**config.mk**
```make
export PLATFORM = sky130hd
export DESIGN_NAME = min_energy_window_search_core
export DESIGN_NICKNAME = d
export VERILOG_FILES = /design/src/sv/mews_pkg.sv /design/src/sv/mews_cfg.sv /design/src/sv/mews_front.sv /design/src/sv/mews_fifo.sv /design/src/sv/mews_back.sv /design/src/sv/min_energy_window_search_core.sv
export SDC_FILE = /design/constraint.sdc
export NUM_CORES = 2
export LEC_CHECK = 0
export BUFFER_PORTS_ARGS = -buffer_cell sky130_fd_sc_hd__buf_2
export CORE_UTILIZATION = 60
export DETAILED_ROUTE_END_ITERATION = 8
export PLACE_DENSITY = 0.77
export SLEW_MARGIN = 20
export SYNTH_ARGS = -nofsm -noshare
export SYNTH_HDL_FRONTEND = slang
export SYNTH_SLANG_ARGS = --single-unit
```
**constraint.sdc**
```tcl
create_clock -name clk -period 28.3 [get_ports clk]
set_input_delay 8.49 -clock clk [delete_from_list [all_inputs] [get_ports clk]]
set_output_delay 8.49 -clock clk [all_outputs]
set_load 0.02 [all_outputs]
```
**src/sv/mews_pkg.sv**
```systemverilog
// shared types, constants and register codes for the minimum-energy window search
package mews_pkg;

  localparam int MAX_HOP_DEF     = 4096;
  localparam int HOPS_DEF        = 4;
  localparam int QUEUE_DEPTH_DEF = 4;

  localparam int SAMPLE_W = 16;
  localparam int SQ_W     = 31;
  localparam int HOP_W    = 13;
  localparam int ADDR_W   = 31;
  localparam int POS_W    = 32;
  localparam int MINE_W   = 45;
  localparam int PADDR_W  = 4;

  localparam logic [HOP_W-1:0]  HOP_RESET = 13'd1024;
  localparam logic [MINE_W-1:0] E45_MAX   = {MINE_W{1'b1}};

  localparam logic [1:0] REG_HOP_SIZE      = 2'd0;
  localparam logic [1:0] REG_WINDOW_BEGIN  = 2'd1;
  localparam logic [1:0] REG_REGION_LENGTH = 2'd2;

  typedef struct packed {
    logic [HOP_W-1:0]  hop_size;
    logic [ADDR_W-1:0] window_begin;
    logic [ADDR_W-1:0] region_length;
  } cfg_t;

  typedef struct packed {
    logic [SQ_W-1:0] sq;
    logic            last;
  } q_item_t;

endpackage

```
**src/sv/mews_cfg.sv**
```systemverilog
// apb register file: hop size, window begin, region length
module mews_cfg
  import mews_pkg::*;
(
  input  logic               clk,
  input  logic               rst_n,
  input  logic               psel,
  input  logic               penable,
  input  logic               pwrite,
  input  logic [PADDR_W-1:0] paddr,
  input  logic [31:0]        pwdata,
  output logic [31:0]        prdata,
  output logic               pready,
  output cfg_t               cfg
);

  logic [HOP_W-1:0]  hop_r, hop_nxt;
  logic [ADDR_W-1:0] begin_r, begin_nxt;
  logic [ADDR_W-1:0] region_r, region_nxt;
  logic              wr_en;

  assign pready = 1'b1;
  assign wr_en  = psel && penable && pwrite;

  always_comb begin
    hop_nxt    = hop_r;
    begin_nxt  = begin_r;
    region_nxt = region_r;
    if (wr_en) begin
      unique case (paddr[3:2])
        REG_HOP_SIZE:      hop_nxt    = pwdata[HOP_W-1:0];
        REG_WINDOW_BEGIN:  begin_nxt  = pwdata[ADDR_W-1:0];
        REG_REGION_LENGTH: region_nxt = pwdata[ADDR_W-1:0];
        default: ;
      endcase
    end
  end

  always_comb begin
    unique case (paddr[3:2])
      REG_HOP_SIZE:      prdata = 32'(hop_r);
      REG_WINDOW_BEGIN:  prdata = 32'(begin_r);
      REG_REGION_LENGTH: prdata = 32'(region_r);
      default:           prdata = 32'd0;
    endcase
  end

  always_ff @(posedge clk) begin
    if (!rst_n) begin
      hop_r    <= HOP_RESET;
      begin_r  <= '0;
      region_r <= '0;
    end else begin
      hop_r    <= hop_nxt;
      begin_r  <= begin_nxt;
      region_r <= region_nxt;
    end
  end

  assign cfg.hop_size      = hop_r;
  assign cfg.window_begin  = begin_r;
  assign cfg.region_length = region_r;

endmodule

```
**src/sv/mews_front.sv**
```systemverilog
// front stage: takes input words, squares the sample and tags the last word
module mews_front
  import mews_pkg::*;
(
  input  logic                       clk,
  input  logic                       rst_n,
  input  logic                       in_valid,
  output logic                       in_ready,
  input  logic signed [SAMPLE_W-1:0] in_sample,
  input  logic                       in_last,
  output logic                       push_valid,
  input  logic                       push_ready,
  output q_item_t                    push_item
);

  logic               v_r, v_nxt;
  q_item_t            item_r;
  logic signed [31:0] prod;
  logic               take;

  assign prod       = in_sample * in_sample;
  assign in_ready   = !v_r || push_ready;
  assign take       = in_valid && in_ready;
  assign push_valid = v_r;
  assign push_item  = item_r;

  always_comb begin
    v_nxt = v_r;
    if (take) begin
      v_nxt = 1'b1;
    end else if (push_ready) begin
      v_nxt = 1'b0;
    end
  end

  always_ff @(posedge clk) begin
    if (!rst_n) begin
      v_r <= 1'b0;
    end else begin
      v_r <= v_nxt;
    end
  end

  always_ff @(posedge clk) begin
    if (take) begin
      item_r.sq   <= prod[SQ_W-1:0];
      item_r.last <= in_last;
    end
  end

endmodule

```
**src/sv/mews_fifo.sv**
```systemverilog
// short queue between the front stage and the energy pipeline
module mews_fifo
  import mews_pkg::*;
#(
  parameter int DEPTH = QUEUE_DEPTH_DEF
) (
  input  logic    clk,
  input  logic    rst_n,
  input  logic    push_valid,
  output logic    push_ready,
  input  q_item_t push_item,
  output logic    pop_valid,
  input  logic    pop_ready,
  output q_item_t pop_item
);

  localparam int PW = $clog2(DEPTH);
  localparam int CW = $clog2(DEPTH + 1);

  q_item_t         mem [DEPTH];
  logic [PW-1:0]   wr_r, wr_nxt;
  logic [PW-1:0]   rd_r, rd_nxt;
  logic [CW-1:0]   cnt_r, cnt_nxt;
  logic            push, pop;

  assign push_ready = cnt_r != CW'(DEPTH);
  assign pop_valid  = cnt_r != '0;
  assign push       = push_valid && push_ready;
  assign pop        = pop_valid && pop_ready;
  assign pop_item   = mem[rd_r];

  always_comb begin
    wr_nxt  = wr_r;
    rd_nxt  = rd_r;
    cnt_nxt = cnt_r;
    if (push) begin
      wr_nxt = (wr_r == PW'(DEPTH - 1)) ? '0 : wr_r + PW'(1);
    end
    if (pop) begin
      rd_nxt = (rd_r == PW'(DEPTH - 1)) ? '0 : rd_r + PW'(1);
    end
    if (push && !pop) begin
      cnt_nxt = cnt_r + CW'(1);
    end else if (pop && !push) begin
      cnt_nxt = cnt_r - CW'(1);
    end
  end

  always_ff @(posedge clk) begin
    if (!rst_n) begin
      wr_r  <= '0;
      rd_r  <= '0;
      cnt_r <= '0;
    end else begin
      wr_r  <= wr_nxt;
      rd_r  <= rd_nxt;
      cnt_r <= cnt_nxt;
    end
  end

  always_ff @(posedge clk) begin
    if (push) begin
      mem[wr_r] <= push_item;
    end
  end

endmodule

```
**src/sv/mews_back.sv**
```systemverilog
// energy pipeline: hop accumulation, window sum, best-window tracking, result register
module mews_back
  import mews_pkg::*;
#(
  parameter int MAX_HOP         = MAX_HOP_DEF,
  parameter int HOPS_PER_WINDOW = HOPS_DEF
) (
  input  logic              clk,
  input  logic              rst_n,
  input  cfg_t              cfg,
  input  logic              pop_valid,
  output logic              pop_ready,
  input  q_item_t           pop_item,
  output logic              out_valid,
  input  logic              out_ready,
  output logic [POS_W-1:0]  out_min_position,
  output logic [MINE_W-1:0] out_min_energy,
  output logic              out_found
);

  localparam int KEEP = HOPS_PER_WINDOW - 1;
  localparam int HW   = $clog2(MAX_HOP + 1);
  localparam int CW   = $clog2(MAX_HOP);
  localparam int EW   = 30 + HW;
  localparam int HCW  = $clog2(HOPS_PER_WINDOW);
  localparam int SPW  = HW + 4;
  localparam int SW   = EW + $clog2(HOPS_PER_WINDOW);
  localparam int SUMW = (SW > MINE_W + 1) ? SW : MINE_W + 1;

  // pipeline advances whenever the result register is free or being drained
  logic en;
  assign en        = !out_valid || out_ready;
  assign pop_ready = en;

  logic pop;
  assign pop = pop_valid && en;

  // effective hop and judging span
  logic [31:0]    hop32;
  logic [HW-1:0]  hop_eff;
  logic [SPW-1:0] span;

  always_comb begin
    hop32 = 32'(cfg.hop_size);
    if (hop32 == 32'd0) begin
      hop_eff = HW'(1);
    end else if (hop32 > 32'(MAX_HOP)) begin
      hop_eff = HW'(MAX_HOP);
    end else begin
      hop_eff = hop32[HW-1:0];
    end
    span = SPW'(HOPS_PER_WINDOW + 1) * SPW'(hop_eff);
  end

  // ---------------- stage 1: hop accumulation ----------------
  logic [EW-1:0]    part_r, part_nxt;
  logic [CW-1:0]    sih_r, sih_nxt;
  logic [HCW-1:0]   hops_r, hops_nxt;
  logic [POS_W-1:0] off_r, off_nxt;
  logic [EW-1:0]    hist_r [KEEP];
  logic [EW-1:0]    hist_nxt [KEEP];

  logic [EW-1:0]    psum;
  logic [HW-1:0]    cnt;
  logic             fin, full, elig, judge;
  logic [32:0]      osum;

  always_comb begin
    psum = part_r + EW'(pop_item.sq);
    cnt  = HW'(sih_r) + HW'(1);
    fin  = cnt >= hop_eff;
    full = hops_r == HCW'(KEEP);
    elig = ({1'b0, off_r} + 33'(span)) < 33'(cfg.region_length);
    judge = fin && full && elig;
    osum = {1'b0, off_r} + 33'(hop_eff);

    part_nxt = part_r;
    sih_nxt  = sih_r;
    hops_nxt = hops_r;
    off_nxt  = off_r;
    for (int i = 0; i < KEEP; i++) begin
      hist_nxt[i] = hist_r[i];
    end

    if (pop) begin
      if (fin) begin
        if (full) begin
          off_nxt = osum[32] ? '1 : osum[31:0];
        end else begin
          hops_nxt = hops_r + HCW'(1);
        end
        for (int i = 0; i < KEEP - 1; i++) begin
          hist_nxt[i] = hist_r[i + 1];
        end
        hist_nxt[KEEP-1] = psum;
        part_nxt = '0;
        sih_nxt  = '0;
      end else begin
        part_nxt = psum;
        sih_nxt  = cnt[CW-1:0];
      end
      // stream ends: start over for the next one
      if (pop_item.last) begin
        part_nxt = '0;
        sih_nxt  = '0;
        hops_nxt = '0;
        off_nxt  = '0;
      end
    end
  end

  always_ff @(posedge clk) begin
    if (!rst_n) begin
      part_r <= '0;
      sih_r  <= '0;
      hops_r <= '0;
      off_r  <= '0;
    end else begin
      part_r <= part_nxt;
      sih_r  <= sih_nxt;
      hops_r <= hops_nxt;
      off_r  <= off_nxt;
    end
  end

  always_ff @(posedge clk) begin
    for (int i = 0; i < KEEP; i++) begin
      hist_r[i] <= hist_nxt[i];
    end
  end

  logic             b1_v_r;
  logic             b1_judge_r, b1_last_r;
  logic [EW-1:0]    b1_e_r;
  logic [EW-1:0]    b1_hist_r [KEEP];
  logic [POS_W-1:0] b1_off_r;

  always_ff @(posedge clk) begin
    if (!rst_n) begin
      b1_v_r <= 1'b0;
    end else if (en) begin
      b1_v_r <= pop;
    end
  end

  always_ff @(posedge clk) begin
    if (pop) begin
      b1_judge_r <= judge;
      b1_last_r  <= pop_item.last;
      b1_e_r     <= psum;
      b1_off_r   <= off_r;
      for (int i = 0; i < KEEP; i++) begin
        b1_hist_r[i] <= hist_r[i];
      end
    end
  end

  // ---------------- stage 2: window energy ----------------
  logic [SUMW-1:0]   wsum;
  logic [MINE_W-1:0] wsat;
  logic [POS_W-1:0]  wpos;

  always_comb begin
    wsum = SUMW'(b1_e_r);
    for (int i = 0; i < KEEP; i++) begin
      wsum = wsum + SUMW'(b1_hist_r[i]);
    end
    wsat = (wsum > SUMW'(E45_MAX)) ? E45_MAX : wsum[MINE_W-1:0];
    // relative start; window begin is added when the result is formed
    wpos = b1_off_r;
  end

  logic              b2_v_r;
  logic              b2_judge_r, b2_last_r;
  logic [MINE_W-1:0] b2_sum_r;
  logic [POS_W-1:0]  b2_pos_r;

  always_ff @(posedge clk) begin
    if (!rst_n) begin
      b2_v_r <= 1'b0;
    end else if (en) begin
      b2_v_r <= b1_v_r;
    end
  end

  always_ff @(posedge clk) begin
    if (en && b1_v_r) begin
      b2_judge_r <= b1_judge_r;
      b2_last_r  <= b1_last_r;
      b2_sum_r   <= wsat;
      b2_pos_r   <= wpos;
    end
  end

  // ---------------- stage 3: best window and result ----------------
  logic              best_v_r, best_v_nxt;
  logic [MINE_W-1:0] best_e_r;
  logic [POS_W-1:0]  best_pos_r;
  logic              upd;
  logic              nb_v;
  logic [MINE_W-1:0] nb_e;
  logic [POS_W-1:0]  nb_pos;
  logic              step3, emit;
  logic              oval_r, oval_nxt;
  logic [POS_W-1:0]  opos_r;
  logic [MINE_W-1:0] oe_r;
  logic              ofound_r;

  // strict compare keeps the earliest window on ties
  assign upd    = b2_judge_r && (!best_v_r || (b2_sum_r < best_e_r));
  assign nb_v   = best_v_r || upd;
  assign nb_e   = upd ? b2_sum_r : best_e_r;
  assign nb_pos = upd ? b2_pos_r : best_pos_r;
  assign step3  = en && b2_v_r;
  assign emit   = step3 && b2_last_r;

  always_comb begin
    best_v_nxt = best_v_r;
    if (step3) begin
      best_v_nxt = emit ? 1'b0 : nb_v;
    end
    oval_nxt = oval_r;
    if (emit) begin
      oval_nxt = 1'b1;
    end else if (out_ready) begin
      oval_nxt = 1'b0;
    end
  end

  always_ff @(posedge clk) begin
    if (!rst_n) begin
      best_v_r <= 1'b0;
      oval_r   <= 1'b0;
    end else begin
      best_v_r <= best_v_nxt;
      oval_r   <= oval_nxt;
    end
  end

  always_ff @(posedge clk) begin
    if (step3 && !b2_last_r) begin
      best_e_r   <= nb_e;
      best_pos_r <= nb_pos;
    end
    if (emit) begin
      opos_r   <= nb_v ? POS_W'(cfg.window_begin) + nb_pos : '0;
      oe_r     <= nb_v ? nb_e : '0;
      ofound_r <= nb_v;
    end
  end

  assign out_valid        = oval_r;
  assign out_min_position = opos_r;
  assign out_min_energy   = oe_r;
  assign out_found        = ofound_r;

endmodule

```
**src/sv/min_energy_window_search_core.sv**
```systemverilog
// top level: minimum-energy window search over a sample stream
// throughput: one word per cycle while no result waits; square and hop accumulate run each cycle
// result path: the word marked last passes the front register, the queue, the hop accumulate,
// the window sum and the best-window compare into the result register
// a waiting result stalls the energy pipeline only; the queue keeps taking words until full
// reset: synchronous active-low rst_n clears all stream state; registers return to defaults
module min_energy_window_search_core
  import mews_pkg::*;
#(
  parameter int MAX_HOP         = MAX_HOP_DEF,
  parameter int HOPS_PER_WINDOW = HOPS_DEF,
  parameter int QUEUE_DEPTH     = QUEUE_DEPTH_DEF
) (
  input  logic                       clk,
  input  logic                       rst_n,
  input  logic                       in_valid,
  output logic                       in_ready,
  input  logic signed [SAMPLE_W-1:0] in_sample,
  input  logic                       in_last,
  output logic                       out_valid,
  input  logic                       out_ready,
  output logic [POS_W-1:0]           out_min_position,
  output logic [MINE_W-1:0]          out_min_energy,
  output logic                       out_found,
  input  logic                       psel,
  input  logic                       penable,
  input  logic                       pwrite,
  input  logic [PADDR_W-1:0]         paddr,
  input  logic [31:0]                pwdata,
  output logic [31:0]                prdata,
  output logic                       pready
);

  cfg_t    cfg;
  logic    push_valid, push_ready;
  q_item_t push_item;
  logic    pop_valid, pop_ready;
  q_item_t pop_item;

  mews_cfg u_cfg (
    .clk     (clk),
    .rst_n   (rst_n),
    .psel    (psel),
    .penable (penable),
    .pwrite  (pwrite),
    .paddr   (paddr),
    .pwdata  (pwdata),
    .prdata  (prdata),
    .pready  (pready),
    .cfg     (cfg)
  );

  mews_front u_front (
    .clk        (clk),
    .rst_n      (rst_n),
    .in_valid   (in_valid),
    .in_ready   (in_ready),
    .in_sample  (in_sample),
    .in_last    (in_last),
    .push_valid (push_valid),
    .push_ready (push_ready),
    .push_item  (push_item)
  );

  mews_fifo #(
    .DEPTH (QUEUE_DEPTH)
  ) u_fifo (
    .clk        (clk),
    .rst_n      (rst_n),
    .push_valid (push_valid),
    .push_ready (push_ready),
    .push_item  (push_item),
    .pop_valid  (pop_valid),
    .pop_ready  (pop_ready),
    .pop_item   (pop_item)
  );

  mews_back #(
    .MAX_HOP         (MAX_HOP),
    .HOPS_PER_WINDOW (HOPS_PER_WINDOW)
  ) u_back (
    .clk              (clk),
    .rst_n            (rst_n),
    .cfg              (cfg),
    .pop_valid        (pop_valid),
    .pop_ready        (pop_ready),
    .pop_item         (pop_item),
    .out_valid        (out_valid),
    .out_ready        (out_ready),
    .out_min_position (out_min_position),
    .out_min_energy   (out_min_energy),
    .out_found        (out_found)
  );

endmodule
```
* Yosys cells after proc, flatten, opt, wreduce, memory -nomap -nowiden *
Memory sizes are Yosys's and may differ from the RTL's. A register that Yosys moved wholly into a read port is not among the register bits.
Index checks and enable logic that the tools add are counted.

operators by class
  add/subtract/negate cells = 13
  multiply operators = 2
  order comparisons = 5
  equal/unequal tests = 7
  multiplexer cells = 33
  reductions and logical operators = 37

operators by type and width
  cell                   count
  $mux 129               2
  $mux 32                5
  $pmux 31 s3            1
  $add 46x43->46         2
  $mux 43                2
  $gt 46x45->1 const B   1
  $lt 45x45->1           1
  $mux 45                1
  $add 43x43->44         1
  $add 43x31->43         1
  $add 32x13->33         1
  $add 32x16->33         1
  $lt 33x31->1           1
  $add 31x32->32         1
  $mul 16x16->31         1
  $mux 13                2
  $mux 12                2
  $mul 3x13->16 const A  1
  $logic_and 1x1->1      14
  $mux 2                 7
  $add 12x1->13 const B  1
  $ge 13x13->1           1
  $gt 13x13->1 const B   1
  $logic_not 13->1       1
  other kinds (16)       45

storage, ports and cells
  flip-flop bits (word level) = 519
  RAM bits = 386
  input bits = 60
  output and inout bits = 113
  memories = 3

memories
  memory            depth  width  read ports  clocked after Yosys merged registers in  write ports  line              source
  u_back.b1_hist_r  3      43     3           0                                        3            mews_back.sv:135  logic [EW-1:0] b1_hist_r [KEEP];
  u_back.hist_r     3      43     3           0                                        3            mews_back.sv:60   logic [EW-1:0] hist_r [KEEP];
  u_fifo.mem        4      32     1           1                                        1            mews_fifo.sv:20   q_item_t mem [DEPTH];

* Logic depth before layout (Yosys ltp) *
  depth in word-level cells = 8
  depth in mapped cells = 27
  depth with buffers taken out = 26

* Hierarchy *
A second synthesis with hierarchy kept.

second synthesis, totals
  cells, all modules = 4,272
  area total of the unflattened synthesis = 52,404.0 um^2

by module, submodules not included
  module      instances  cells an instance  area an instance (um^2)  seq. area each (um^2)
  mews_back   1          2,662              34,033.9                 18,948.2
  mews_front  1          1,039              9,960.8                  950.9
  mews_fifo   1          218                5,094.9                  4,023.9
  mews_cfg    1          353                3,314.4                  1,501.4

* Worst setup path after synthesis *
Ideal clock, no wire load.

  kind = input -> register
  start point = input out_ready
  end point = register u_back.off_r[16]
  library setup time = 87 ps
  arrival time = 19,059 ps
  setup slack = 9,155 ps
  stages on the path = 9
  cell sequence = nand2b_1 clkbuf_1 o31ai_1 inv_1 clkbuf_1 o21ai_1 inv_1 a31oi_1 nor3_1

on the way
  word-level cells in the longest chain between the ends = 3

RTL lines
  element                     line                                 source
  from (decl)                 min_energy_window_search_core.sv:21  input logic out_ready,
  $logic_or 1x1->1            mews_back.sv:32                      assign en = !out_valid || out_ready;
  $logic_and 1x1->1           mews_back.sv:36                      assign pop = pop_valid && en;
  named net u_back.pop        mews_back.sv:35                      logic pop;
  $reduce_and 3->1 (no line)  n/a
  to (signal assigned)        mews_back.sv:122                     off_r <= off_nxt;
  to (decl)                   mews_back.sv:59                      logic [POS_W-1:0] off_r, off_nxt;

The timed path passes the listed nets, and every way through them passes these cells.
A chain may end at the register's enable or synchronous reset.

* Worst setup path after layout *
  start point = input paddr[3]
  end point = output prdata[0]

on the way
  word-level cells in the longest chain between the ends = 2
  elaborated cells on any way between the ends = 4
  those cells by class = eq/ne (2); mux (1); reduce/logical (1)

RTL lines
  element                                   line                                 source
  from (decl)                               min_energy_window_search_core.sv:28  input logic [PADDR_W-1:0] paddr,
  $eq 2x2->1, or another cell as far along  mews_cfg.sv:40                       unique case (paddr[3:2])
  $pmux 31 s3 *                             mews_cfg.sv:40
  to (decl)                                 min_energy_window_search_core.sv:30  output logic [31:0] prdata,

Every way passes the cells marked *; elsewhere a longest branch is shown, timed or not.

==> results.ini <==
[synthesis]
synthCells=4848
synth_cell_type_count=102
synth_area_per_cell_um2=11.1
synth-seq-cells=902
yosysSeqAreaShare=0.469
ys_warn_count=0
syn-cell-area_um2=54000
synth_fp_nets=5562
synthFlopType=edfxtp_1
synth_edf_count=724
async_flop_share=0

[cts]
cts_max_level=3
numClockSinks=902
clk_pin_slew_ns=0.06
cts_resized=0
cts_tree=built
cts_buffers=89
clk_path_buf_depth=3
ctsHoldBuffers=0
post_cts_buffers=0
cts_root_buf=clkbuf_16
insertion_delay_ns=0.65

[sta]
skew_ns=0.0250
tightest_slew_ns=1.11
fmax_ghz=0.0534
finalCritPeriodShare=0.662
postLayoutSetupSlackWorst_ns=9.57
holdWs_ns=0.410
rsz0062_at_grt=no
hold_viol=0
setup_viol=0
tns_ns=0
maxSlewHeadroom=0.262
layout_min_cycle_time_ns=18.73
maxSlewViolCount=0

[die]
dieArea_um2=91200
rows=109
core-area_um2=88800
die_w_um=302
die_h_um=302
pin_count=173
initial_core_util=0.608

[global_route]
antenna_found_initial=0
grt_pass1_wl_um=186000
overflow=0
grt_pass1_vias=35800
grt_use_total=0.255
grt_max_degree=99

[detailed_routing]
met3WireLength_um=7150
dr.pass1.iters=8
met2_length_um=54400
ant_nets=0
drtIter0Drc=2783
routed_wirelength_um=115000
vias_per_cell=5.80
wl_met1_um=50800
avgRoutedWirePerCell_um=18.6
route.vias.total=36000
drc=17
top_layer=met4

[placement]
hpwlAfterDp_um=85600
place_congestion=0.917
port_buffers=167
dpl_worst_slack_ns=9.62

[setup_path]
r2r_cells=25
path_class=in2out
rrSetupSlack_ns=21.43
r2r-end=u_back.b1_judge_r$_DFFE_PP_
cp_slowest_cell=nor2b_2
crit_required_ns=19.81
cp-start-kind=input pin
cpPeakStageDelay_ns=0.65
cp.arrival_ns=10.24
timing.rr.start=u_cfg.hop_r[12]$_SDFFE_PN0P_
crit_end=prdata[0]
critPathMaxFanout=20
critPathCaptureType=primary output
path_cells=buf_2, nor2b_2, buf_4, nand2_1, o21ai_0, buf_2
cp_common_cell=buf_2
critPathLaunch=paddr[3]

[layout]
drive_above_1_share=0.0821
syn2layout_area_growth_pct=8.93
fin_util=0.662
num-fill-cells=6565
final_common_cell=edfxtp_1
final_cell_mix=724 x edfxtp_1, 655 x inv_1, 450 x nand2_1, 362 x ha_1, 350 x a21oi_1
insertedDiodeCount=0
final_nets=5685

[outcome]
status=finished, violations left
violations=DRC

[worst_hold_path]
hold_path_class=reg2reg
whs_path_depth=0

[job]
cap_violations=0

through the flow:
stage	std cells	instance area, um2
after floorplan	4848	54000
after global placement	6044	55900
after detailed placement	6044	55900
after CTS	6209	58800
after global routing	6210	58800
final	6210	58800
state kept, by name, summed over array words and instances, names as in the netlist, 3 cells and up, named ones only:
register,cells
u_back.b1_hist_r,129
u_back.hist_r,129
u_fifo.mem,124
u_back.b2_sum_r,45
u_back.best_e_r,45
u_back.out_min_energy,45
u_back.b1_e_r,43
u_back.part_r,43
u_back.b1_off_r,32
u_back.b2_pos_r,32
u_back.best_pos_r,32
u_back.off_r,32
u_back.out_min_position,32
u_cfg.begin_r,31
u_cfg.region_r,31
u_front.push_item,31
u_cfg.hop_r,13
u_back.sih_r,12
u_fifo.cnt_r,3
logic make-up (layout without fill, tap and decap cells):
kind of cell	after synthesis	count (layout)	synth area share
buffers and inverters	820	1017	0.0581
AND/OR/NAND/NOR	1135	1135	0.0987
adder cells (fa/ha/maj)	658	658	0.193
XOR/XNOR	212	212	0.0345
multiplexers	84	84	0.0235
flip-flops	902	902	0.469
AO/OA/AOI/OAI	1035	1035	0.123
other	2	2	0.000139
metal layers:
metal | GRT usage | vias up
li1 | - | 17200
met1 | 0.355 | 17500
met2 | 0.421 | 1141
met3 | 0.0353 | 167
met4 | 0.0738 | 0
met5 | 0 | -
worst min path at each step:
| stage | start | endpoint | slack, ns |
|---|---|---|---|
| 5_1_grt | u_back.hist_r[0][35]$_DFFE_PP_ | u_back.b1_hist_r[0][35]$_DFFE_PP_ | 0.41 |
| 3_5_place_dp | u_back.hist_r[0][18]$_DFFE_PP_ | u_back.b1_hist_r[0][18]$_DFFE_PP_ | 0.40 |
| 4_1_cts | u_back.hist_r[0][35]$_DFFE_PP_ | u_back.b1_hist_r[0][35]$_DFFE_PP_ | 0.41 |
| 3_3_place_gp | u_back.hist_r[0][12]$_DFFE_PP_ | u_back.b1_hist_r[0][12]$_DFFE_PP_ | 0.40 |
| 6_report | u_back.hist_r[0][35]$_DFFE_PP_ | u_back.b1_hist_r[0][35]$_DFFE_PP_ | 0.41 |
| 2_1_floorplan | u_back.hist_r[0][0]$_DFFE_PP_ | u_back.b1_hist_r[0][0]$_DFFE_PP_ | 0.40 |
synth_stat cells (23+ instances only):
master,instances,share of area
nand2b_1,38,0.0044
and3_1,33,0.0038
o21ai_1,84,0.0078
a22oi_1,31,0.0043
mux4_2,31,0.013
o21a_1,33,0.0046
inv_1,659,0.046
nand2_1,450,0.031
fa_1,292,0.11
xnor2_1,124,0.020
and2_1,69,0.0080
o21bai_1,23,0.0032
o21ai_0,117,0.011
a31oi_1,30,0.0035
or3_1,23,0.0027
nor3_1,56,0.0052
ha_1,362,0.084
xor2_1,87,0.014
nor2_1,218,0.015
o211ai_1,27,0.0038
nor2b_1,35,0.0041
edfxtp_1,724,0.40
a21o_1,126,0.018
nand3_1,106,0.0098
a21oi_1,350,0.032
nand4_1,39,0.0045
dfxtp_1,178,0.066
clkbuf_1,111,0.0077
a211oi_1,38,0.0053
mux2_1,29,0.0061
a22o_1,30,0.0049
buf_2,24,0.0022
critical path, delay by kind of cell:
family | cells | cell delay [ns]
buf+inv | 3 | 0.88
simple gates | 2 | 0.74
compound gates | 1 | 0.12
cell type report:
class / count / area [um2] / area share
multi-input combinational: 3126 / 25600 / 0.436
sequential: 902 / 25300 / 0.430
inverter: 661 / 2490 / 0.0424
clock buffer: 122 / 2470 / 0.0421
tap: 1165 / 1460 / 0.0248
timing repair buffer: 191 / 1040 / 0.0176
clock inverter: 43 / 409 / 0.00696
Power is left out: the tool's default activity adds up to more than one toggle a clock period on the data nets, which glitch-free logic cannot reach.
